## src/hdl/lse_pkg.sv

```systemverilog
`timescale 1ns / 1ps

package lse_pkg;

   // Fixed field widths of the request and response beats
   localparam int MODE_W   = 3;
   localparam int VALUE_W  = 32;
   localparam int POS_W    = 8;
   localparam int STATUS_W = 3;
   localparam int DIST_W   = 8;
   localparam int COUNT_W  = 9;

   // Request operations
   typedef enum logic [MODE_W-1:0] {
      OP_PUSH   = 3'd0,
      OP_POP    = 3'd1,
      OP_SEARCH = 3'd2,
      OP_READ   = 3'd3,
      OP_CLEAR  = 3'd4
   } op_type;

   // Response status codes
   typedef enum logic [STATUS_W-1:0] {
      ST_OK       = 3'd0,
      ST_EMPTY    = 3'd1,
      ST_RANGE    = 3'd2,
      ST_FULL     = 3'd3,
      ST_NOTFOUND = 3'd4
   } status_type;

   // Sequencer states
   typedef enum logic [2:0] {
      S_IDLE,
      S_EXEC,
      S_TOP_LOAD,
      S_READ,
      S_SCAN,
      S_DONE
   } state_type;

   // Finished-operation status from the sequencer to the response stage
   typedef struct packed {
      logic                valid;
      status_type          status;
      logic [DIST_W-1:0]   match_distance;
   } seq_result_type;

endpackage

```

## src/hdl/lse_seq.sv

```systemverilog
`timescale 1ns / 1ps

module lse_seq #(
   parameter int DEPTH      = 256,
   parameter int DATA_WIDTH = 32,
   parameter int ADDR_W     = 8,
   parameter int CNT_W      = 9
) (
   input  logic                        clock,
   input  logic                        reset,
   // request side
   input  logic                        req_valid,
   output logic                        req_ready,
   input  lse_pkg::op_type             req_mode,
   input  logic [DATA_WIDTH-1:0]       req_value,
   input  logic [lse_pkg::POS_W-1:0]   req_position,
   // result side
   input  logic                        out_free,
   output lse_pkg::seq_result_type     result,
   output logic [DATA_WIDTH-1:0]       result_data,
   output logic [CNT_W-1:0]            count,
   output logic [DATA_WIDTH-1:0]       top_entry,
   // entry memory
   output logic                        wr_en,
   output logic [ADDR_W-1:0]           wr_addr,
   output logic [DATA_WIDTH-1:0]       wr_data,
   output logic                        rd_en,
   output logic [ADDR_W-1:0]           rd_addr,
   input  logic [DATA_WIDTH-1:0]       rd_data
);

   localparam int CMP_W = (CNT_W > lse_pkg::POS_W) ? CNT_W : lse_pkg::POS_W;

   lse_pkg::state_type  state_ff, state_in;
   lse_pkg::op_type     mode_ff, mode_in;
   lse_pkg::status_type status_ff, status_in;
   logic [DATA_WIDTH-1:0]     val_ff, val_in;
   logic [lse_pkg::POS_W-1:0] pos_ff, pos_in;
   logic [CNT_W-1:0]          count_ff, count_in;
   logic [DATA_WIDTH-1:0]     top_ff, top_in;
   logic [DATA_WIDTH-1:0]     data_ff, data_in;
   logic [ADDR_W-1:0]         dist_ff, dist_in;
   logic [ADDR_W-1:0]         scan_addr_ff, scan_addr_in;

   logic             accept;
   logic             is_full;
   logic             past_count;
   logic             hit;
   logic [CMP_W-1:0] read_at_addr;

   assign accept       = req_valid && (state_ff == lse_pkg::S_IDLE);
   assign is_full      = (count_ff >= CNT_W'(DEPTH));
   assign past_count   = (CMP_W'(pos_ff) >= CMP_W'(count_ff));
   assign read_at_addr = CMP_W'(count_ff) - CMP_W'(pos_ff) - CMP_W'(1);

   // shared compare unit: entry from memory against the search key
   assign hit = (rd_data == val_ff);

   // next state
   always_comb begin
      state_in = state_ff;
      case (state_ff)
         lse_pkg::S_IDLE: begin
            if (accept) state_in = lse_pkg::S_EXEC;
         end
         lse_pkg::S_EXEC: begin
            state_in = lse_pkg::S_DONE;
            case (mode_ff)
               lse_pkg::OP_POP: begin
                  if (count_ff > CNT_W'(1)) state_in = lse_pkg::S_TOP_LOAD;
               end
               lse_pkg::OP_SEARCH: begin
                  if (count_ff != '0) state_in = lse_pkg::S_SCAN;
               end
               lse_pkg::OP_READ: begin
                  if (!past_count) state_in = lse_pkg::S_READ;
               end
               default: state_in = lse_pkg::S_DONE;
            endcase
         end
         lse_pkg::S_TOP_LOAD: state_in = lse_pkg::S_DONE;
         lse_pkg::S_READ:     state_in = lse_pkg::S_DONE;
         lse_pkg::S_SCAN: begin
            if (hit || scan_addr_ff == '0) state_in = lse_pkg::S_DONE;
         end
         lse_pkg::S_DONE: begin
            if (out_free) state_in = lse_pkg::S_IDLE;
         end
         default: state_in = lse_pkg::S_IDLE;
      endcase
   end

   // datapath and memory control
   always_comb begin
      mode_in      = mode_ff;
      val_in       = val_ff;
      pos_in       = pos_ff;
      count_in     = count_ff;
      top_in       = top_ff;
      data_in      = data_ff;
      status_in    = status_ff;
      dist_in      = dist_ff;
      scan_addr_in = scan_addr_ff;
      wr_en        = 1'b0;
      wr_addr      = ADDR_W'(count_ff);
      wr_data      = val_ff;
      rd_en        = 1'b0;
      rd_addr      = scan_addr_ff;

      case (state_ff)
         lse_pkg::S_IDLE: begin
            if (accept) begin
               mode_in   = req_mode;
               val_in    = req_value;
               pos_in    = req_position;
               data_in   = '0;
               status_in = lse_pkg::ST_OK;
               dist_in   = '0;
            end
         end
         lse_pkg::S_EXEC: begin
            case (mode_ff)
               lse_pkg::OP_PUSH: begin
                  if (is_full) begin
                     status_in = lse_pkg::ST_FULL;
                  end else begin
                     wr_en    = 1'b1;
                     top_in   = val_ff;
                     count_in = count_ff + CNT_W'(1);
                  end
               end
               lse_pkg::OP_POP: begin
                  if (count_ff == '0) begin
                     status_in = lse_pkg::ST_EMPTY;
                  end else begin
                     data_in  = top_ff;
                     count_in = count_ff - CNT_W'(1);
                     // fetch the entry that becomes the new top
                     rd_en    = (count_ff > CNT_W'(1));
                     rd_addr  = ADDR_W'(count_ff - CNT_W'(2));
                  end
               end
               lse_pkg::OP_SEARCH: begin
                  if (count_ff == '0) begin
                     status_in = lse_pkg::ST_NOTFOUND;
                  end else begin
                     rd_en        = 1'b1;
                     rd_addr      = ADDR_W'(count_ff - CNT_W'(1));
                     scan_addr_in = ADDR_W'(count_ff - CNT_W'(1));
                  end
               end
               lse_pkg::OP_READ: begin
                  if (past_count) begin
                     status_in = lse_pkg::ST_RANGE;
                  end else begin
                     rd_en   = 1'b1;
                     rd_addr = ADDR_W'(read_at_addr);
                  end
               end
               lse_pkg::OP_CLEAR: begin
                  count_in = '0;
               end
               default: begin
                  status_in = lse_pkg::ST_OK;
               end
            endcase
         end
         lse_pkg::S_TOP_LOAD: begin
            top_in = rd_data;
         end
         lse_pkg::S_READ: begin
            data_in = rd_data;
         end
         lse_pkg::S_SCAN: begin
            // compare one entry per cycle while the next read is in flight
            if (hit) begin
               status_in = lse_pkg::ST_OK;
            end else if (scan_addr_ff == '0) begin
               status_in = lse_pkg::ST_NOTFOUND;
               dist_in   = '0;
            end else begin
               rd_en        = 1'b1;
               rd_addr      = scan_addr_ff - ADDR_W'(1);
               scan_addr_in = scan_addr_ff - ADDR_W'(1);
               dist_in      = dist_ff + ADDR_W'(1);
            end
         end
         default: begin
            status_in = status_ff;
         end
      endcase
   end

   // control registers
   always_ff @(posedge clock) begin
      if (reset) begin
         state_ff <= lse_pkg::S_IDLE;
         count_ff <= '0;
      end else begin
         state_ff <= state_in;
         count_ff <= count_in;
      end
   end

   // payload registers
   always_ff @(posedge clock) begin
      mode_ff      <= mode_in;
      val_ff       <= val_in;
      pos_ff       <= pos_in;
      top_ff       <= top_in;
      data_ff      <= data_in;
      status_ff    <= status_in;
      dist_ff      <= dist_in;
      scan_addr_ff <= scan_addr_in;
   end

   assign req_ready             = (state_ff == lse_pkg::S_IDLE);
   assign result.valid          = (state_ff == lse_pkg::S_DONE);
   assign result.status         = status_ff;
   assign result.match_distance = lse_pkg::DIST_W'(dist_ff);
   assign result_data           = data_ff;
   assign count                 = count_ff;
   assign top_entry             = top_ff;

endmodule

```

## config.mk

```make
export PLATFORM = sky130hd
export DESIGN_NAME = lse_seq
export DESIGN_NICKNAME = d
export VERILOG_FILES = /design/src/hdl/lse_pkg.sv /design/src/hdl/lse_seq.sv
export SDC_FILE = /design/constraint.sdc
export NUM_CORES = 1
export LEC_CHECK = 0
export BUFFER_PORTS_ARGS = -buffer_cell sky130_fd_sc_hd__clkbuf_2
export CORE_UTILIZATION = 53
export DETAILED_ROUTE_END_ITERATION = 12
export HOLD_SLACK_MARGIN = 0.05
export PLACE_DENSITY = 0.89
export RECOVER_POWER = 50
export SETUP_SLACK_MARGIN = 0.1
export SLEW_MARGIN = 0
export SYNTH_ARGS = -nofsm -noshare
export SYNTH_HDL_FRONTEND = slang
export SYNTH_SLANG_ARGS = --single-unit
```

## constraint.sdc

```tcl
create_clock -name clock -period 4.2 [get_ports clock]
set_input_delay 0.42 -clock clock [delete_from_list [all_inputs] [get_ports clock]]
set_output_delay 0.42 -clock clock [all_outputs]
set_load 0.1 [all_outputs]
```

==> results of run 1 <==
metrics by stage:
| step | total power [W] | instance area, um^2 |
|---|---|---|
| after detailed placement | 0.003887 | 8932 |
| after CTS | 0.005467 | 9552 |
| after floorplan | 0.003506 | 7776 |
| final | 0.005435 | 9378 |
| after global placement | 0.003854 | 8932 |
| after global routing | 0.005605 | 9378 |
flip-flops by register name, summed over array words and instances, names as in the netlist:
name and count:
top_entry 32, count 9, pos_ff 8, result_data 32, mode_ff 3, wr_data 32
status_ff 3, dist_ff 8, state_ff 3, scan_addr_ff 8
final cells by class:
class | count | area share
clock buffer | 18 | 0.04576
sequential | 138 | 0.4294
clock inverter | 13 | 0.02028
inverter | 30 | 0.01201
tap | 180 | 0.02402
multi-input combinational | 457 | 0.3592
timing repair buffer | 229 | 0.1094
final timing paths:
kind / to / startpoint / slack [ns]
worst min-delay path: pos_ff[5] / req_position[5] / 0.17
worst max register to register: pos_ff[6] / state_ff[2] / 0.83
worst max-delay path: rd_addr[1] / count[1] / 0.25
worst min register to register: result_data[9] / top_entry[9] / 0.58
worst reg2reg max path: stages (launching register included):
cell	delay, ns
dfxtp_1	0.42
nor3_1	0.45
and2_2	0.23
clkbuf_1	1.78
placed cells by master (no fill, tap or decap), types with 10 or more instances in the layout:
cell	netlist	final
clkbuf_2	0	94
clkbuf_1	21	123
clkbuf_16	0	17
xnor2_1	11	11
ha_1	25	25
edfxtp_1	126	126
buf_4	9	13
nand3_1	17	17
nor2_1	47	47
inv_1	30	30
nand2_1	25	25
nor3_1	19	19
xor2_1	40	40
mux2_2	33	33
o21ai_0	30	30
a22o_1	33	33
dfxtp_1	12	10
nor4_1	11	11
a21oi_1	30	29
power by group through the flow:
| stage | logic [W] | clock network [W] | registers [W] |
|---|---|---|---|
| 2_1_floorplan | 0.000857 | 0 | 0.00265 |
| 3_3_place_gp | 0.00199 | 0 | 0.00187 |
| 3_5_place_dp | 0.00201 | 0 | 0.00188 |
| 4_1_cts | 0.00202 | 0.00160 | 0.00185 |
| 5_1_grt | 0.00208 | 0.00165 | 0.00188 |
| 6_report | 0.00199 | 0.00159 | 0.00186 |
routing by layer:
layer	routed length, um	vias to the layer above
met3	1824	67
met1	8913	3128
met2	10650	361
met4	845	0
met5	0	-
li1	-	2959
repair_timing:
action                                  in CTS  in global routing
endpoints found under the setup margin       0                  1
hold buffers                                 0                  0
gates resized for setup                      0                  1
logic make-up (layout without fill, tap and decap cells):
logic type | count (synthesis) | in the layout | share of synthesized area
mux | 40 | 40 | 0.05700
xor+xnor | 51 | 51 | 0.05765
simple gates | 170 | 170 | 0.1182
buf+inv | 82 | 290 | 0.04893
flops | 138 | 138 | 0.5193
compound gates | 170 | 170 | 0.1560
fa+ha+maj | 26 | 26 | 0.04295
==> metrics, run 1 <==
Worst Tran Pin Value=between 2 and 3 ns; IO Pins=215; area leader, netlist=edfxtp_1; largest net degree at the start of global routing=44; Clock Skews=approximately 0.0086 ns; Post-Syn Area=slightly below 8000 um^2; Critical path buffers and inverters=2; Post-synth top cells=126 x edfxtp_1, 47 x nor2_1, 40 x xor2_1; met1 Resource Use GR=0.3817; Clock Root Buffer=clkbuf_16; Peak VDD IR=0.3245 mV; first-pass detailed-route iteration total=5; initial antenna violation count=0; WP data arrival=between 3 and 4 ns; Post-Syn Instances=between 600 and 700; # diodes=0; P_sw=0.002345 W; Non-Filler Instances=about 1100; share of post-route cells with drive strength above 1=0.2192; post-route ant nets=0; GPL Wtd Cong=0.9631; starting density of the core=0.5497; CTS tree=built; worst stage delay on the critical path=between 0.5 and 0.6 ns; Synth Net Count=about 800; Post-synth top flop=edfxtp_1; sw frac=0.4314; Core ar.=roughly 14000 um^2; die width=roughly 120 um; Hold WS=around 0.17 ns; Max Fclk=253.5 MHz; worst slack, placed=just over 0.7 ns; Die ar.=15110 um^2; area occupied by multi-input gates=about 3400 um^2; Max Cap Viol=2; wire length per cell=about 21 um; FF+latch area=roughly 4000 um^2; row count=43; dpl hpwl=16130 um; fin util=0.6653; critical path endpoint category=output pin; status=finished, violations left; final worst-path cycle share=0.9393; Seq cells post-synth=around 140; DRC errors left=0; failing checks=capacitance limit, slew limit; Final nets=just under 1000; Num CTS Buffers=17; Worst Hold Depth=1; setup bufs post-CTS=0; R2R depth=3; Vias=~6500; Slew headroom=-0.6816; RSZ-0062 raised after global routing=no; EDFF count, synth=around 130; Initial DRC Count=486; cell with the most instances after synthesis=edfxtp_1; Reg clk slew, reported paths=~0.060 ns; vias per std cell=~6; grt met2 use=0.4698; setup tns final=0 ns; port bufs=between 200 and 250; worst path required time=3.78 ns; Levels on crit path=10; startpoint types=register; first-pass GRT wire length=around 33000 um; Worst Hold Class=in -> reg; FFs w/ async S/R, synth=0; syn avg cell area=between 10 and 15 um^2; clk_lat worst skew=0.42 ns; clk sinks=about 140; Seq pwr share=0.341; P&R area growth vs syn=21.02%; Clk pwr share=0.292; Tot GR Track Use=0.2947; Critical Path Fanout Max=10; Synth top area share=0.4883; main area contributors after synthesis=edfxtp_1 49%, mux2_2 4.8%, xor2_1 4.5%; H-tree Lvls=4; DRT Wirelength=22230 um; Top delay family on crit path=compound AO/OA/AOI/OAI gates; Fillers=1135; Final Hold Violating Endpoints=0; Comb pwr share=0.367; global routing's busiest layer=met2; Placed Instances=1034; Setup violations, final=0; Slew Limit Fails=a little under 80; internal power=0.003091 W; Ys Warns=0; vias in the first global route=~6000; GR Util met3=0.06042; Critical Path, Cell by Cell=inv_1, ha_1, nand2_1, o21ai_0, a21oi_1, or3_1, mux2i_1, a221oi_1, o221ai_2, clkbuf_2; sequential-to-total area share from yosys stat=0.5193; clk buf depth=2; Leakage=3.539 nW; Die Ht=122.9 um; overflow left after global routing=0; Distinct cells, synth=70; crit path time final=just under 4 ns; Final WS setup=0.2548 ns; Worst path slowest cell=or3_1; Power Dens Cells=just under 600 nW/um^2; kind of critical path=reg -> out
Note: power is estimated with default switching activity, not from simulation.
==> run 2: changes to the inputs <==
CELL_PAD_IN_SITES_DETAIL_PLACEMENT = 0   (was unset)
CELL_PAD_IN_SITES_GLOBAL_PLACEMENT = 2   (was unset)
CORE_UTILIZATION = 34   (was 53)
PLACE_DENSITY = 0.9   (was 0.89)
==> run 2 against run 1 <==
The flow still finishes with violations (capacitance limit, slew limit). Core utilization decreased by 23 points. Combinational power hardly changed. Fmax increased by 2.2%. Clock-buffer cell count is 1 lower. Die area is 55% higher. Final cell count rose by 9.9%. Critical path depth shrank 2. Register-to-register slack got worse by 0.12 ns. Sequential cell count stayed put. Via count fell by 5.0%. Sequential power hardly changed. Hold slack got worse by 0.015 ns.
==> metrics, run 2 (same netlist as run 1, synthesis figures left out) <==
crit path time final=3.859 ns (-0.08648 ns); Clock Skews=0.01742 ns (+0.008796 ns); dpl hpwl=17680 um (+9.6%); Final Total Pwr=0.005387 W (-0.90%); Slew headroom=-0.3392 (+0.3424); post-route ant nets=0 (unchanged); Worst path slowest cell=edfxtp_1; wire length per cell=20.45 um (-2.0%); WP data arrival=3.44 ns (-0.09 ns); worst path required time=3.78 ns (about the same); DRT Wirelength=23930 um (+7.6%); DRC errors left=0 (unchanged); clk_lat worst skew=0.43 ns (about the same); most common cell after layout, fill and taps aside=edfxtp_1; Final nets=981 (+0.31%); RSZ-0062 raised after global routing=no; Vias=6192 (-5.0%); port bufs=214 (unchanged); final worst-path cycle share=0.9187 (-0.02059); P&R area growth vs syn=22.78%; status=finished, violations left; Core ar.=22090 um^2 (+57%); setup bufs post-CTS=0 (unchanged); Critical Path Fanout Max=11 (+1); met1 Resource Use GR=0.2563 (-0.1254); Die ar.=23400 um^2 (+55%); startpoint types=register; Post-Layout Inst Area=9514 um^2 (+1.5%); critical path endpoint category=output pin; H-tree Lvls=4 (unchanged); first-pass detailed-route iteration total=5 (unchanged); grt met2 use=0.3436 (-0.1262); die width=153.0 um (+24%); Worst Tran Pin Value=2.009 ns (-0.5136 ns); first-pass GRT wire length=36010 um (+8.9%); most frequent cells in the layout=126 x edfxtp_1, 118 x clkbuf_1, 96 x clkbuf_2; Clock Root Buffer=clkbuf_16; internal power=0.002895 W (-6.3%); setup tns final=0 ns (unchanged); kind of critical path=reg -> out; Initial DRC Count=542 (+12%); Clk pwr share=0.285 (-0.007); fin util=0.4306 (-0.2346); Max Fclk=259.2 MHz (+2.2%); Critical Path, Cell by Cell=nor4_1, nor3b_1, and2_1, nand2b_1, nor2_2, a311oi_1, a211o_1, clkbuf_2; Final WS setup=0.3413 ns (+0.08648 ns); row count=54 (+26%); Top delay family on crit path=simple AND/OR/NAND/NOR gates; worst slack, placed=0.6322 ns (-0.07881 ns); Leakage=3.554 nW (+0.42%); starting density of the core=0.3507 (-0.1990); vias in the first global route=6023 (-2.1%); failing checks=capacitance limit, slew limit; Max Cap Viol=1 (-1); Num CTS Buffers=17 (unchanged); Peak VDD IR=0.2533 mV (-22%); sw frac=0.4625 (+0.03110); global routing's busiest layer=met2; Power Dens Cells=566.2 nW/um^2 (-2.3%); vias per std cell=5.292 (-13%); clk buf depth=2 (unchanged); Final Hold Violating Endpoints=0 (unchanged); share of post-route cells with drive strength above 1=0.2295 (+0.01026); Setup violations, final=0 (unchanged); worst stage delay on the critical path=0.54 ns (-0.03 ns); CTS tree=built; Comb pwr share=0.373 (+0.006); largest net degree at the start of global routing=44 (unchanged); Seq pwr share=0.342 (about the same); IO Pins=215 (unchanged); Worst Hold Class=in -> reg; GPL Wtd Cong=0.8356 (-13%); post-cts sizing count=0 (unchanged); overflow left after global routing=0 (unchanged); Critical path buffers and inverters=1 (-1); Slew Limit Fails=34 (-56%); P_sw=0.002491 W (+6.2%); initial antenna violation count=1 (+1); Tot GR Track Use=0.2035 (-0.09128); GR Util met3=0.04281 (-0.01761); Die Ht=153.0 um (+24%); cts hold-fix bufs=0 (unchanged); Post-Place Cell Area=9080 um^2 (+1.7%); Reg clk slew, reported paths=0.08 ns (+0.02 ns); clk sinks=138 (unchanged)
==> run 2: metal layers <==
layer,wire (um),up-vias
met1,10460,2969
met2,11710,220
met3,1225,39
li1,-,2964
met5,0,-
met4,539,0
==> run 2: stage by stage <==
| step | hold slack, ns | instances |
|---|---|---|
| after floorplan | 0.4985 | 677 |
| after global placement | 0.5519 | 1137 |
| after detailed placement | 0.5561 | 1137 |
| after CTS | 0.1466 | 1169 |
| after global routing | 0.1424 | 1170 |
| final | 0.1599 | 1170 |
==> run 2: worst paths after layout <==
| path | from | to | slack (ns) | depth (start not counted) |
|---|---|---|---|---|
| max | scan_addr_ff[3] | rd_addr[0] | 0.34 | 8 |
| min | req_position[0] | pos_ff[0] | 0.16 | 1 |
| max reg2reg | state_ff[1] | top_entry[3] | 0.71 | 3 |
| min reg2reg | top_entry[8] | result_data[8] | 0.56 | 1 |
==> run 2: cell type report <==
type / count / area, um^2
fillers: 2184 / 12580
flip-flops and latches: 138 / 4030
multi-input cells: 457 / 3366
repair buffers: 232 / 1056
clock buffers: 17 / 425.4
well taps: 280 / 350.3
clock inverters: 15 / 171.4
inverters: 30 / 112.6
diodes: 1 / 2.502
==> run 2: power groups by stage <==
stage	sequential, W	combinational, W	clock [W]
final	0.00184	0.00201	0.00154
after global routing	0.00186	0.00210	0.00161
after CTS	0.00185	0.00204	0.00157
after detailed placement	0.00188	0.00204	0
after global placement	0.00187	0.00204	0
after floorplan	0.00265	0.000857	0
==> run 3: changes to the inputs <==
ABC_AREA = 1   (was unset)
CORE_MARGIN = 1.5   (was unset)
CORE_UTILIZATION = 31   (was 34)
PLACE_DENSITY = 0.89   (was 0.9)
==> run 3 against run 2 <==
The flow still finishes with violations (capacitance limit, slew limit). Global-route usage is 0.47 points lower. Sequential power is 24% higher. Fmax is 5.2% higher. Sequential share of layout area is 2.4 points lower. Die area is 17% higher. Sequential cell count stayed put. Highest routed layer unchanged.
==> metrics, run 3 <==
status=finished, violations left; failing checks=capacitance limit, slew limit; first-pass detailed-route iteration total=4 (-1); EDFF count, synth=126 (unchanged); most frequent cells in the layout=291 x nand2_1, 126 x edfxtp_1, 112 x clkbuf_2; Worst Tran Pin Value=2.528 ns (+0.5196 ns); main area contributors after synthesis=edfxtp_1 46%, nand2_1 13%, o21ai_0 5.6%; Max Cap Viol=2 (+1); port bufs=214 (unchanged); Leakage=4.396 nW (+24%); kind of critical path=reg -> out; Power Dens Cells=880.6 nW/um^2 (+56%); share of post-route cells with drive strength above 1=0.1678 (-0.06170); Worst Hold Class=in -> reg; Die Ht=165.4 um (+8.2%); Clock Skews=0.02835 ns (+0.01093 ns); Die ar.=27370 um^2 (+17%); clk buf depth=2 (unchanged); cts hold-fix bufs=0 (unchanged); Ys Warns=0 (unchanged); Core ar.=25980 um^2 (+18%); GPL Wtd Cong=0.9054 (+8.4%); area leader, netlist=edfxtp_1; RSZ-0062 raised after global routing=no; Final Hold Violating Endpoints=0 (unchanged); sequential-to-total area share from yosys stat=0.4919 (-0.02740); worst path required time=3.78 ns (about the same); CTS tree=built; area occupied by multi-input gates=3547 um^2 (+5.4%); Vias=7285 (+18%); Seq cells post-synth=138 (unchanged); DRT Wirelength=26460 um (+11%); post-route ant nets=0 (unchanged); vias per std cell=4.715 (-11%); startpoint types=register; FFs w/ async S/R, synth=0 (unchanged); Post-Syn Instances=986 (+46%); Final nets=1302 (+33%); Post-synth top cells=291 x nand2_1, 126 x edfxtp_1, 99 x inv_1; H-tree Lvls=4 (unchanged); starting density of the core=0.3148 (-0.03591); # diodes=0 (-1); syn avg cell area=8.296 um^2 (-28%); die width=165.4 um (+8.2%); setup bufs post-CTS=0 (unchanged); Initial DRC Count=529 (-2.4%); Setup violations, final=0 (unchanged); Fillers=2748 (+26%); Post-Syn Area=8180 um^2 (+5.6%); Max Fclk=272.7 MHz (+5.2%); crit path time final=3.667 ns (-0.1914 ns); Num CTS Buffers=17 (unchanged); P&R area growth vs syn=23.16%; Slew Limit Fails=101 (+200%); Slew headroom=-0.6856 (-0.3464); Tot GR Track Use=0.1988 (-0.004683); FF+latch area=4024 um^2 (-0.16%); row count=59 (+9.3%); Synth Net Count=1091 (+40%); setup tns final=0 ns (unchanged); cell with the most instances after synthesis=nand2_1; initial antenna violation count=0 (-1); Critical Path Fanout Max=10 (-1); Post-synth top flop=edfxtp_1; wire length per cell=17.12 um (-16%); WP data arrival=3.25 ns (-0.19 ns); Clock Root Buffer=clkbuf_16; overflow left after global routing=0 (unchanged); dpl hpwl=20180 um (+14%); first-pass GRT wire length=40770 um (+13%); final worst-path cycle share=0.8732 (-0.04558); Peak VDD IR=0.7531 mV (+200%); Final Total Pwr=0.008872 W (+65%); largest net degree at the start of global routing=65 (+48%); Synth top area share=0.4625 (-0.02577); Reg clk slew, reported paths=0.08 ns (about the same); clk sinks=138 (unchanged); IO Pins=215 (unchanged); clk_lat worst skew=0.44 ns (about the same); DRC errors left=0 (unchanged); most common cell after layout, fill and taps aside=nand2_1; Distinct cells, synth=46 (-34%); vias in the first global route=7204 (+20%); post-cts sizing count=0 (unchanged); fin util=0.3877 (-0.04291); critical path endpoint category=output pin
## run 3: worst paths after layout
check	slack, ns	startpoint	end	depth (start not counted)
setup / recovery	0.53	count[3]	rd_addr[1]	14
hold / removal	0.15	req_value[11]	wr_data[11]	1
setup reg to reg	0.54	state_ff[1]	count[4]	8
hold reg to reg	0.56	top_entry[25]	result_data[25]	2
## run 3: metal layers
layer,vias up,global-route usage,part of all wire
li1,3671,-,-
met1,3332,0.2446,0.42
met2,245,0.3367,0.49
met3,37,0.05594,0.068
met4,0,0.06006,0.024
met5,-,0,0
## run 3: kinds of logic after synthesis
kind of cell	synth area share
AND/OR/NAND/NOR	0.2605
buffers and inverters	0.07892
AO/OA/AOI/OAI	0.09162
flip-flops	0.4919
XOR/XNOR	0.03640
adder cells (fa/ha/maj)	0.04069
## run 3: final cells by class
class / count / share of cell area
clock inverters: 15 / 0.01925
repair buffers: 225 / 0.1011
clock buffers: 17 / 0.04223
flip-flops and latches: 138 / 0.3994
inverters: 119 / 0.04434
well taps: 335 / 0.04160
multi-input cells: 696 / 0.3521
## run 3: report_power, final
part / internal, W / switching [W] / total, W
clock network: 0.000815 / 0.000748 / 0.00156
logic: 0.000778 / 0.00425 / 0.00503
registers: 0.00202 / 0.000258 / 0.00228
total: 0.00361 / 0.00526 / 0.00887
## run 3: worst max-delay path: stages (launching register included)
cell and delay [ns]:
dfxtp_1 0.60, inv_1 0.18, ha_1 0.38, nand2_1 0.12
inv_1 0.08, nand2_1 0.07, nand3_1 0.08, nand2_1 0.09
nand3_1 0.17, inv_1 0.24, nand2_1 0.08, nand3_1 0.09
nand2_1 0.05, nand3_1 0.11, clkbuf_2 0.47
## run 3: metrics by stage
step                hold slack [ns]  setup slack, ns  instance area [um^2]  cells
floorplan                    0.4891           0.4733                  8207    986
global placement             0.5346            1.056                  9600   1513
detailed placement           0.5459            1.002                  9600   1513
CTS                          0.1363           0.5185                 10220   1545
global route                 0.1388           0.1958                 10070   1545
finish                       0.1505           0.5327                 10070   1545
